--- src/sv/pbd_pkg.sv ---
// ----------------------------------------------------------------------------
// pbd_pkg: shared types and constants
// Slot geometry, beat layout and the cell-chain link types of the
// priority buffer with displacement.
// ----------------------------------------------------------------------------
package pbd_pkg;

    localparam int SLOTS       = 8;
    localparam int SOURCE_BITS = 4;
    localparam int TAG_BITS    = 16;
    localparam int COUNT_BITS  = 4;                     // occupancy field width
    localparam int CNT_BITS    = $clog2(SLOTS + 1);     // internal occupancy counter

    // beat layout
    localparam int S_DATA_BITS = ((SOURCE_BITS + TAG_BITS + 7) / 8) * 8;
    localparam int M_DATA_BITS = ((SOURCE_BITS + TAG_BITS + COUNT_BITS + 7) / 8) * 8;
    localparam int M_USER_BITS = 3;

    // request kinds
    localparam logic KIND_INSERT = 1'b0;
    localparam logic KIND_REMOVE = 1'b1;

    typedef struct packed {
        logic                   full;
        logic [SOURCE_BITS-1:0] source;
        logic [TAG_BITS-1:0]    tag;
    } slot_t;

    // running minimum handed from front to back
    typedef struct packed {
        logic                   found;
        logic [SOURCE_BITS-1:0] source;
    } min_t;

    // per-cycle command broadcast to every cell
    typedef struct packed {
        logic                   ins;
        logic                   rem;
        logic [SOURCE_BITS-1:0] best_src;
        logic [SOURCE_BITS-1:0] new_src;
        logic [TAG_BITS-1:0]    new_tag;
    } cell_ctl_t;

endpackage

--- src/sv/priority_buffer_with_displacement.sv ---
// ----------------------------------------------------------------------------
// priority_buffer_with_displacement: packet buffer, lowest source served first
// A chain of SLOTS cells keeps packets packed in arrival order; inserts fill
// the first free cell or displace the tail, removes serve the lowest source.
// ----------------------------------------------------------------------------
// Sequencing: s_tready is high only when idle, so one item is finished before the
//   next input beat is taken; the sequencer runs a search step (min-source chain
//   over all cells) and then an apply step (selection chain, shift and output
//   register) per item. The apply step waits while the result beat is stalled.
// Reset: synchronous, active low; clears occupancy, the sequencer and the result
//   valid flag. Slot contents are not cleared, only marked empty.
module priority_buffer_with_displacement (
    input  logic                            aclk,
    input  logic                            aresetn,
    // request channel
    input  logic                            s_tvalid,
    output logic                            s_tready,
    input  logic [pbd_pkg::S_DATA_BITS-1:0] s_tdata,  // [3:0] source, [19:4] tag, rest zero
    input  logic                            s_tuser,  // [0] kind: 0 insert, 1 remove
    // result channel
    output logic                            m_tvalid,
    input  logic                            m_tready,
    output logic [pbd_pkg::M_DATA_BITS-1:0] m_tdata,  // [3:0] packet_source,
                                                      // [19:4] packet_tag,
                                                      // [23:20] occupied_count
    output logic [pbd_pkg::M_USER_BITS-1:0] m_tuser   // [0] packet_valid,
                                                      // [1] packet_dropped,
                                                      // [2] empty_error
);
    import pbd_pkg::*;

    // sequencer codes
    localparam logic [1:0] ST_IDLE   = 2'd0;
    localparam logic [1:0] ST_SEARCH = 2'd1;
    localparam logic [1:0] ST_APPLY  = 2'd2;

    logic [1:0]             state_reg, state_next;
    logic                   kind_reg;
    logic [SOURCE_BITS-1:0] src_reg;
    logic [TAG_BITS-1:0]    tag_reg;
    min_t                   best_reg;
    logic [CNT_BITS-1:0]    count_reg, count_next;

    // output register
    logic                   m_valid_reg;
    logic                   valid_reg, valid_next;
    logic                   dropped_reg, dropped_next;
    logic                   err_reg, err_next;
    logic [SOURCE_BITS-1:0] osrc_reg, osrc_next;
    logic [TAG_BITS-1:0]    otag_reg, otag_next;

    logic                   s_fire;
    logic                   out_free;
    logic                   apply;
    cell_ctl_t              ctl;

    // cell chain links
    slot_t cell_slot [SLOTS];
    slot_t prev_in   [SLOTS];
    slot_t next_in   [SLOTS];
    min_t  min_chain [SLOTS+1];
    logic  seen_chain[SLOTS+1];
    slot_t pick_chain[SLOTS+1];

    assign s_tready = (state_reg == ST_IDLE);
    assign s_fire   = s_tvalid && s_tready;
    assign out_free = !m_valid_reg || m_tready;
    assign apply    = (state_reg == ST_APPLY) && out_free;

    // chain ends: the front sees a full neighbor, the tail pulls in an empty slot
    assign min_chain[0]  = '0;
    assign seen_chain[0] = 1'b0;
    assign pick_chain[0] = '0;

    for (genvar i = 0; i < SLOTS; i++) begin : g_cell
        if (i == 0) begin : g_front
            assign prev_in[i] = '{full: 1'b1, source: '0, tag: '0};
        end else begin : g_mid
            assign prev_in[i] = cell_slot[i-1];
        end
        if (i == SLOTS - 1) begin : g_tail
            assign next_in[i] = '0;
        end else begin : g_body
            assign next_in[i] = cell_slot[i+1];
        end

        pbd_cell u_cell (
            .aclk      (aclk),
            .aresetn   (aresetn),
            .is_tail   (i == SLOTS - 1),
            .ctl       (ctl),
            .prev_slot (prev_in[i]),
            .next_slot (next_in[i]),
            .min_in    (min_chain[i]),
            .min_out   (min_chain[i+1]),
            .seen_in   (seen_chain[i]),
            .seen_out  (seen_chain[i+1]),
            .pick_in   (pick_chain[i]),
            .pick_out  (pick_chain[i+1]),
            .slot      (cell_slot[i])
        );
    end

    // apply step: decide the command and the result beat
    always_comb begin
        ctl          = '0;
        ctl.best_src = best_reg.source;
        ctl.new_src  = src_reg;
        ctl.new_tag  = tag_reg;
        count_next   = count_reg;
        valid_next   = 1'b0;
        dropped_next = 1'b0;
        err_next     = 1'b0;
        osrc_next    = '0;
        otag_next    = '0;
        if (kind_reg == KIND_INSERT) begin
            ctl.ins = apply;
            if (cell_slot[SLOTS-1].full) begin
                // tail packet is displaced
                valid_next   = 1'b1;
                dropped_next = 1'b1;
                osrc_next    = cell_slot[SLOTS-1].source;
                otag_next    = cell_slot[SLOTS-1].tag;
            end else begin
                count_next = count_reg + CNT_BITS'(1);
            end
        end else if (best_reg.found) begin
            ctl.rem    = apply;
            valid_next = 1'b1;
            osrc_next  = pick_chain[SLOTS].source;
            otag_next  = pick_chain[SLOTS].tag;
            count_next = count_reg - CNT_BITS'(1);
        end else begin
            err_next = 1'b1;
        end
    end

    always_comb begin
        state_next = state_reg;
        unique case (state_reg)
            ST_IDLE:   if (s_fire) state_next = ST_SEARCH;
            ST_SEARCH: state_next = ST_APPLY;
            ST_APPLY:  if (out_free) state_next = ST_IDLE;
            default:   state_next = ST_IDLE;
        endcase
    end

    always_ff @(posedge aclk) begin
        if (!aresetn) begin
            state_reg   <= ST_IDLE;
            count_reg   <= '0;
            m_valid_reg <= 1'b0;
        end else begin
            state_reg <= state_next;
            if (apply) begin
                count_reg   <= count_next;
                m_valid_reg <= 1'b1;
            end else if (m_tready) begin
                m_valid_reg <= 1'b0;
            end
        end
    end

    // request capture, search result and result payload
    always_ff @(posedge aclk) begin
        if (s_fire) begin
            kind_reg <= s_tuser;
            src_reg  <= s_tdata[SOURCE_BITS-1:0];
            tag_reg  <= s_tdata[SOURCE_BITS +: TAG_BITS];
        end
        if (state_reg == ST_SEARCH) begin
            best_reg <= min_chain[SLOTS];
        end
        if (apply) begin
            valid_reg   <= valid_next;
            dropped_reg <= dropped_next;
            err_reg     <= err_next;
            osrc_reg    <= osrc_next;
            otag_reg    <= otag_next;
        end
    end

    assign m_tvalid = m_valid_reg;
    assign m_tdata  = M_DATA_BITS'({COUNT_BITS'(count_reg), otag_reg, osrc_reg});
    assign m_tuser  = {err_reg, dropped_reg, valid_reg};

endmodule

--- src/sv/pbd_cell.sv ---
// ----------------------------------------------------------------------------
// pbd_cell: one buffer slot
// Holds one packet, joins the min-source and selection chains, and shifts
// toward the front when it or a packet ahead of it is served.
// ----------------------------------------------------------------------------
module pbd_cell (
    input  logic              aclk,
    input  logic              aresetn,
    input  logic              is_tail,
    input  pbd_pkg::cell_ctl_t ctl,
    input  pbd_pkg::slot_t    prev_slot,
    input  pbd_pkg::slot_t    next_slot,
    input  pbd_pkg::min_t     min_in,
    output pbd_pkg::min_t     min_out,
    input  logic              seen_in,
    output logic              seen_out,
    input  pbd_pkg::slot_t    pick_in,
    output pbd_pkg::slot_t    pick_out,
    output pbd_pkg::slot_t    slot
);
    import pbd_pkg::*;

    logic                   full_reg;
    logic [SOURCE_BITS-1:0] source_reg;
    logic [TAG_BITS-1:0]    tag_reg;
    logic                   selected;
    logic                   take_new;
    logic                   shift;

    assign slot = '{full: full_reg, source: source_reg, tag: tag_reg};

    // strict less keeps the frontmost packet on ties
    always_comb begin
        min_out.found  = min_in.found | full_reg;
        min_out.source = min_in.source;
        if (full_reg && (!min_in.found || source_reg < min_in.source)) begin
            min_out.source = source_reg;
        end
    end

    assign selected = full_reg && (source_reg == ctl.best_src) && !seen_in;
    assign seen_out = seen_in | selected;
    assign pick_out = selected ? slot : pick_in;
    assign shift    = ctl.rem && seen_out;

    // first free slot, or the tail slot when it gets displaced
    assign take_new = ctl.ins && ((!full_reg && prev_slot.full) || (is_tail && full_reg));

    always_ff @(posedge aclk) begin
        if (!aresetn) begin
            full_reg <= 1'b0;
        end else if (take_new) begin
            full_reg <= 1'b1;
        end else if (shift) begin
            full_reg <= next_slot.full;
        end
    end

    always_ff @(posedge aclk) begin
        if (take_new) begin
            source_reg <= ctl.new_src;
            tag_reg    <= ctl.new_tag;
        end else if (shift) begin
            source_reg <= next_slot.source;
            tag_reg    <= next_slot.tag;
        end
    end

endmodule

--- config.mk ---
export PLATFORM = sky130hd
export DESIGN_NAME = priority_buffer_with_displacement
export DESIGN_NICKNAME = d
export VERILOG_FILES = /design/src/sv/pbd_pkg.sv /design/src/sv/priority_buffer_with_displacement.sv /design/src/sv/pbd_cell.sv
export SDC_FILE = /design/constraint.sdc
export NUM_CORES = 1
export LEC_CHECK = 0
export BUFFER_PORTS_ARGS = -buffer_cell sky130_fd_sc_hd__buf_2
export CAP_MARGIN = 20
export CORE_ASPECT_RATIO = 0.7
export CORE_MARGIN = 3
export CORE_UTILIZATION = 55
export DETAILED_ROUTE_END_ITERATION = 10
export PLACE_DENSITY = 0.7
export SYNTH_ARGS = -nofsm -noshare
export SYNTH_HDL_FRONTEND = slang
export SYNTH_SLANG_ARGS = --single-unit
--- constraint.sdc ---
create_clock -name aclk -period 24.5 [get_ports aclk]
set_input_delay 0 -clock aclk [delete_from_list [all_inputs] [get_ports aclk]]
set_output_delay 0 -clock aclk [all_outputs]
set_load 0.02 [all_outputs]
======== After elaboration in Yosys (flattened, before gate mapping) ========
Cells that the tools add are included.
Widths: inputs -> output; s select.
word-level totals
  register bits after elaboration ......... 224
  bits of input ports ..................... 29
  output and inout port bits .............. 29
  logic and storage cells ................. 249
operators by class
  $add $sub $neg .......................... 2
  order comparisons ....................... 7
  equality and inequality tests ........... 14
  multiplexer cells ....................... 85
  bitwise logic cells ..................... 14
  reductions and logical operators ........ 90
operators with widths
  operator             number
  $mux 16              19
  $mux 20              8
  $mux 4               30
  $logic_and 1x1->1    47
  $eq 4x4->1           8
  $lt 4x4->1           7
  $mux 1               25
  $logic_not 1->1      22
  $reduce_bool 2->1    9
  $or 1x1->1           14
  $logic_or 1x1->1     9
  $pmux 2 s3           1
  $add 4x1->4 const B  1
  $mux 2               2
  $ne 2x1->1 const B   2
  $ne 2x2->1 const B   2
  $sub 4x1->4 const B  1
  $reduce_and 3->1     1
  $eq 2x1->1 const B   1
  $eq 2x2->1 const B   1
  $logic_not 2->1      1
  $reduce_and 2->1     1

======== Longest topological paths before layout ========
  word-level depth ........................ 29
  depth in mapped cells ................... 53

======== Hierarchy ========
A second synthesis with hierarchy kept.
unflattened totals
  cell total of the unflattened synthesis .. 1110
  area, all modules ....................... 14654.1 um^2
modules (own cells, without submodules)
  module                             instances  cells each  area an instance (um^2)  seq. area each (um^2)
  pbd_cell                           8          123         1566.5                   620.6
  priority_buffer_with_displacement  1          126         2122.0                   1611.5

======== Worst setup path before layout ========
OpenSTA, ideal clock, no wires.
  path kind ............................... register -> register
  from .................................... reg g_cell[0].u_cell.full_reg
  to ...................................... reg best_reg[1] (netlist name) (data pin)
  arrival ................................. 9.402 ns
  data required time ...................... 24.232 ns
  path slack .............................. 14.830 ns
  stages on the path, launching flop included .. 48
  path buffers ............................ 2
  clock period less this slack ............ 9.670 ns
  cell sequence ........................... dfxtp_1 -> buf_4 -> clkbuf_1 -> nand2_1 -> ha_1 -> o211ai_1 -> o211ai_2 -> nand2_2 -> o21ai_0 -> inv_1 -> ha_1 -> a41o_2 -> nor2_8 -> mux2i_1 -> ha_1 -> o211a_1 -> nand2_1 -> a311o_1 -> (+12 left out) -> o21ai_1 -> or4_4 -> o21a_1 -> ha_1 -> a21oi_1 -> o21ai_0 -> nor2_1 -> nand2_1 -> a31oi_1 -> a211oi_2 -> o211a_1 -> o21bai_1 -> ha_1 -> a21oi_1 -> o21ai_0 -> or3_1 -> o21ai_1 -> mux2i_1
RTL lines
  what                    line                                      source
  from (decl)             pbd_cell.sv:23                            logic full_reg;
  from (signal assigned)  pbd_cell.sv:55                            full_reg <= next_slot.full;
  to (signal assigned)    priority_buffer_with_displacement.sv:172  best_reg <= min_chain[SLOTS];
  to (decl)               priority_buffer_with_displacement.sv:41   min_t best_reg;

==> out/results.tsv <==
stage	metric	value	unit
outcome	outcome	complete, no violations	
logic_synthesis	Mean Syn Cell Area	12.6	um^2
logic_synthesis	synthesis-stage register bit count	224	
critical_path	critical path required time	24850	ps
floorplanning	core area	20900	um^2
timing	Tcrit/Tclk final	46.7	%
detailed_routing	WL final	27200	um
final_layout	synth-to-layout area growth	12.7	%
power	Peak VDD IR	0.0000604	V
critical_path	Worst Path Arrival	11790	ps
logic_synthesis	top-count cell post-synth	edfxtp_1	
critical_path	WS Path Type	flip-flop to flip-flop	
detailed_routing	DRC	0	
logic_synthesis	Syn Nets	975	
detailed_routing	vias per inst	6.11	
logic_synthesis	synthesized area	11700	um^2
timing	Fmax	87.4	MHz
timing	worst setup margin	13060	ps
power	Gate power share	2.5	%
global_routing	Global Route Usage Sum	23.2	%
critical_path	Crit path largest cell delay	800	ps
cts	CTS tree	yes	
timing	Setup TNS	0	ps
final_layout	fillcell total	1514	
logic_synthesis	Ys Warns	0	
critical_path	Worst setup EP type	flip-flop	
logic_synthesis	distinct cell type count of the synthesized netlist	74	
logic_synthesis	Post-synth EDFFs	209	
floorplanning	DIE AREA	23200	um^2
cts	CTS-repair resized insts	0	
logic_synthesis	largest area contributor in the netlist	edfxtp_1	
floorplanning	Die Y	128	um
power	Clock power frac	42.5	%
detailed_routing	via count	7826	
placed_design	pre-CTS setup slack	13240	ps
floorplanning	Initial Utilization	56.3	%
global_routing	initial antenna violation count	0	
cts	post-CTS setup buffers	0	
floorplanning	Cell Rows	44	
placed_design	IO Port Bufs	53	
detailed_routing	DR WL/cell	21.2	um
cts	Root Buffer	clkbuf_16	
global_routing	pin count of the biggest net entering global routing	43	
cts	CTS Buf Count	22	
timing	Final Hold Fails	0	
cts	Worst-Skew Late Latency	510	ps
placed_design	Placer Congestion	0.842	
floorplanning	I/O Pins	58	
logic_synthesis	Async SR Flop Fraction	0	%
logic_synthesis	Seq/Total Area, Yosys	56.0	%
final_layout	max reg flops	128	
flow_run	Max Cap Violations	0	
logic_synthesis	top post-synthesis cells by count	edfxtp_1, mux2_2, nand2_1, o21ai_0, clkbuf_1	
final_layout	layout cells sized above 1	26.7	%
global_routing	vias in the first global route	7346	
timing	clock skew	15.3	ps
timing	RSZ-0062 raised after global routing	no	
cts	clock buffer depth	3	
logic_synthesis	Mapped Cells	930	
placed_design	dpl hpwl	18400	um
logic_synthesis	Most used DFF post-synth	edfxtp_1	
power	Reg power frac	55.0	%
final_layout	fin nets	1034	
power	total leakage power	4.49	nW
cts	CTS sink cnt	224	
detailed_routing	1st-iter DRT viols	796	
global_routing	GRT overflow	0	
critical_path	CP max FO	21	
critical_path	critical path's slowest cell	dfxtp_1	
timing	max-slew violation count	0	
power	internal power	0.000614	W
logic_synthesis	Synth top area share	53.4	%
power	sw frac	21.0	%
floorplanning	die extent in x	181	um
critical_path	critical path's most frequent cell	ha_1	
global_routing	first-pass GRT wire length	42600	um
timing	endpoints failing setup	0	
timing	max_slew headroom	24.9	%
power	PwrDens	58.7	nW/um^2
timing	Final Critical Period	11440	ps
power	Psw	0.000163	W
timing	Slew @ Worst Pin	1120	ps
detailed_routing	post-route ant nets	0	
cts	# H-tree levels	1	
final_layout	antenna cells	0	
logic_synthesis	top post-synthesis cells by area	edfxtp_1, mux2_2, dfxtp_1, nand2_1, o21ai_0	
critical_path	CP startpoint kind	flip-flop	
cts	Clock Pin Slew Worst Setup and Hold Paths	60	ps
detailed_routing	drt pass-1 iters	6	
cts	Post-CTS Hold Buffers	26	
worst_hold_path	Worst Hold Class	input pin to flip-flop	
[worst paths after layout]
path              slack [ps]                   endpoint                                    from  cells past startpoint
setup / recovery       13060      best_reg[1]$_DFFE_PN_  g_cell[0].u_cell.full_reg$_SDFFE_PN0P_                     47
hold / removal           200       tag_reg[2]$_DFFE_PP_                              s_tdata[6]                      2
setup reg to reg       13060      best_reg[1]$_DFFE_PN_  g_cell[0].u_cell.full_reg$_SDFFE_PN0P_                     47
hold reg to reg          540  count_reg[2]$_SDFFE_PN0P_               count_reg[2]$_SDFFE_PN0P_                      2
[power by group through the flow]
| stage | combinational [W] | clock, W | sequential, W |
|---|---|---|---|
| 6_report | 0.0000197 | 0.000330 | 0.000427 |
| 5_1_grt | 0.0000218 | 0.000346 | 0.000427 |
| 4_1_cts | 0.0000194 | 0.000332 | 0.000427 |
| 3_5_place_dp | 0.0000161 | 0 | 0.000435 |
| 3_3_place_gp | 0.0000159 | 0 | 0.000434 |
| 2_1_floorplan | 0.0000111 | 0 | 0.000430 |
[stage by stage]
step / utilization (%) / cell area (um^2) / total power (W) / hold slack, ps / std cells
final: 63.4 / 13200 / 0.000777 / 195 / 1281
after global routing: 63.4 / 13200 / 0.000795 / 198 / 1281
after CTS: 63.3 / 13200 / 0.000778 / 174 / 1280
after detailed placement: 58.7 / 12300 / 0.000451 / 178 / 1214
after global placement: 58.7 / 12300 / 0.000450 / 176 / 1214
after floorplan: - / 11700 / 0.000441 / 98.9 / 930
[kinds of logic after synthesis]
kind of cell	share of synthesized area (%)
simple gates	9.76
flops	56.0
buf+inv	2.77
mux	14.2
xor+xnor	2.83
fa+ha+maj	1.94
compound gates	12.5
[worst max-delay path: cells and delay by family, from the launching register on]
kind	cells	cell delay, ps
buf+inv	3	260
flops	1	800
mux	4	1200
fa+ha+maj	7	1940
compound gates	20	4430
simple gates	13	2610
[layout by cell type (no fill, tap or decap), types with 17 or more instances in the layout]
master,n
edfxtp_1,209
inv_1,23
buf_2,53
nor2_1,32
nand2b_1,19
clkbuf_16,22
a22oi_1,19
mux2_2,138
xor2_1,26
a21oi_1,17
and2_1,24
nand2_1,76
o21ai_0,49
a221oi_1,20
dlygate4sd3_1,26
[metal layers]
metal  GRT usage (%)  vias up  share of wire, %
met1            39.0     3798                51
met4            4.42        0               1.4
met2            31.9      327                40
met5               0        -                 0
met3            3.01       28               7.9
li1                -     3673                 -
[area by class of cell]
cell class	instances	area, um^2	share of cell area [%]
Inverter	24	90.1	0.681
Timing Repair Buffer	92	631	4.77
Clock inverter	10	95.1	0.719
Tap cell	276	345	2.61
Clock buffer	30	611	4.61
Sequential cell	224	6580	49.7
Multi-Input combinational cell	625	4880	36.9
(Power assumes the default switching activity.)
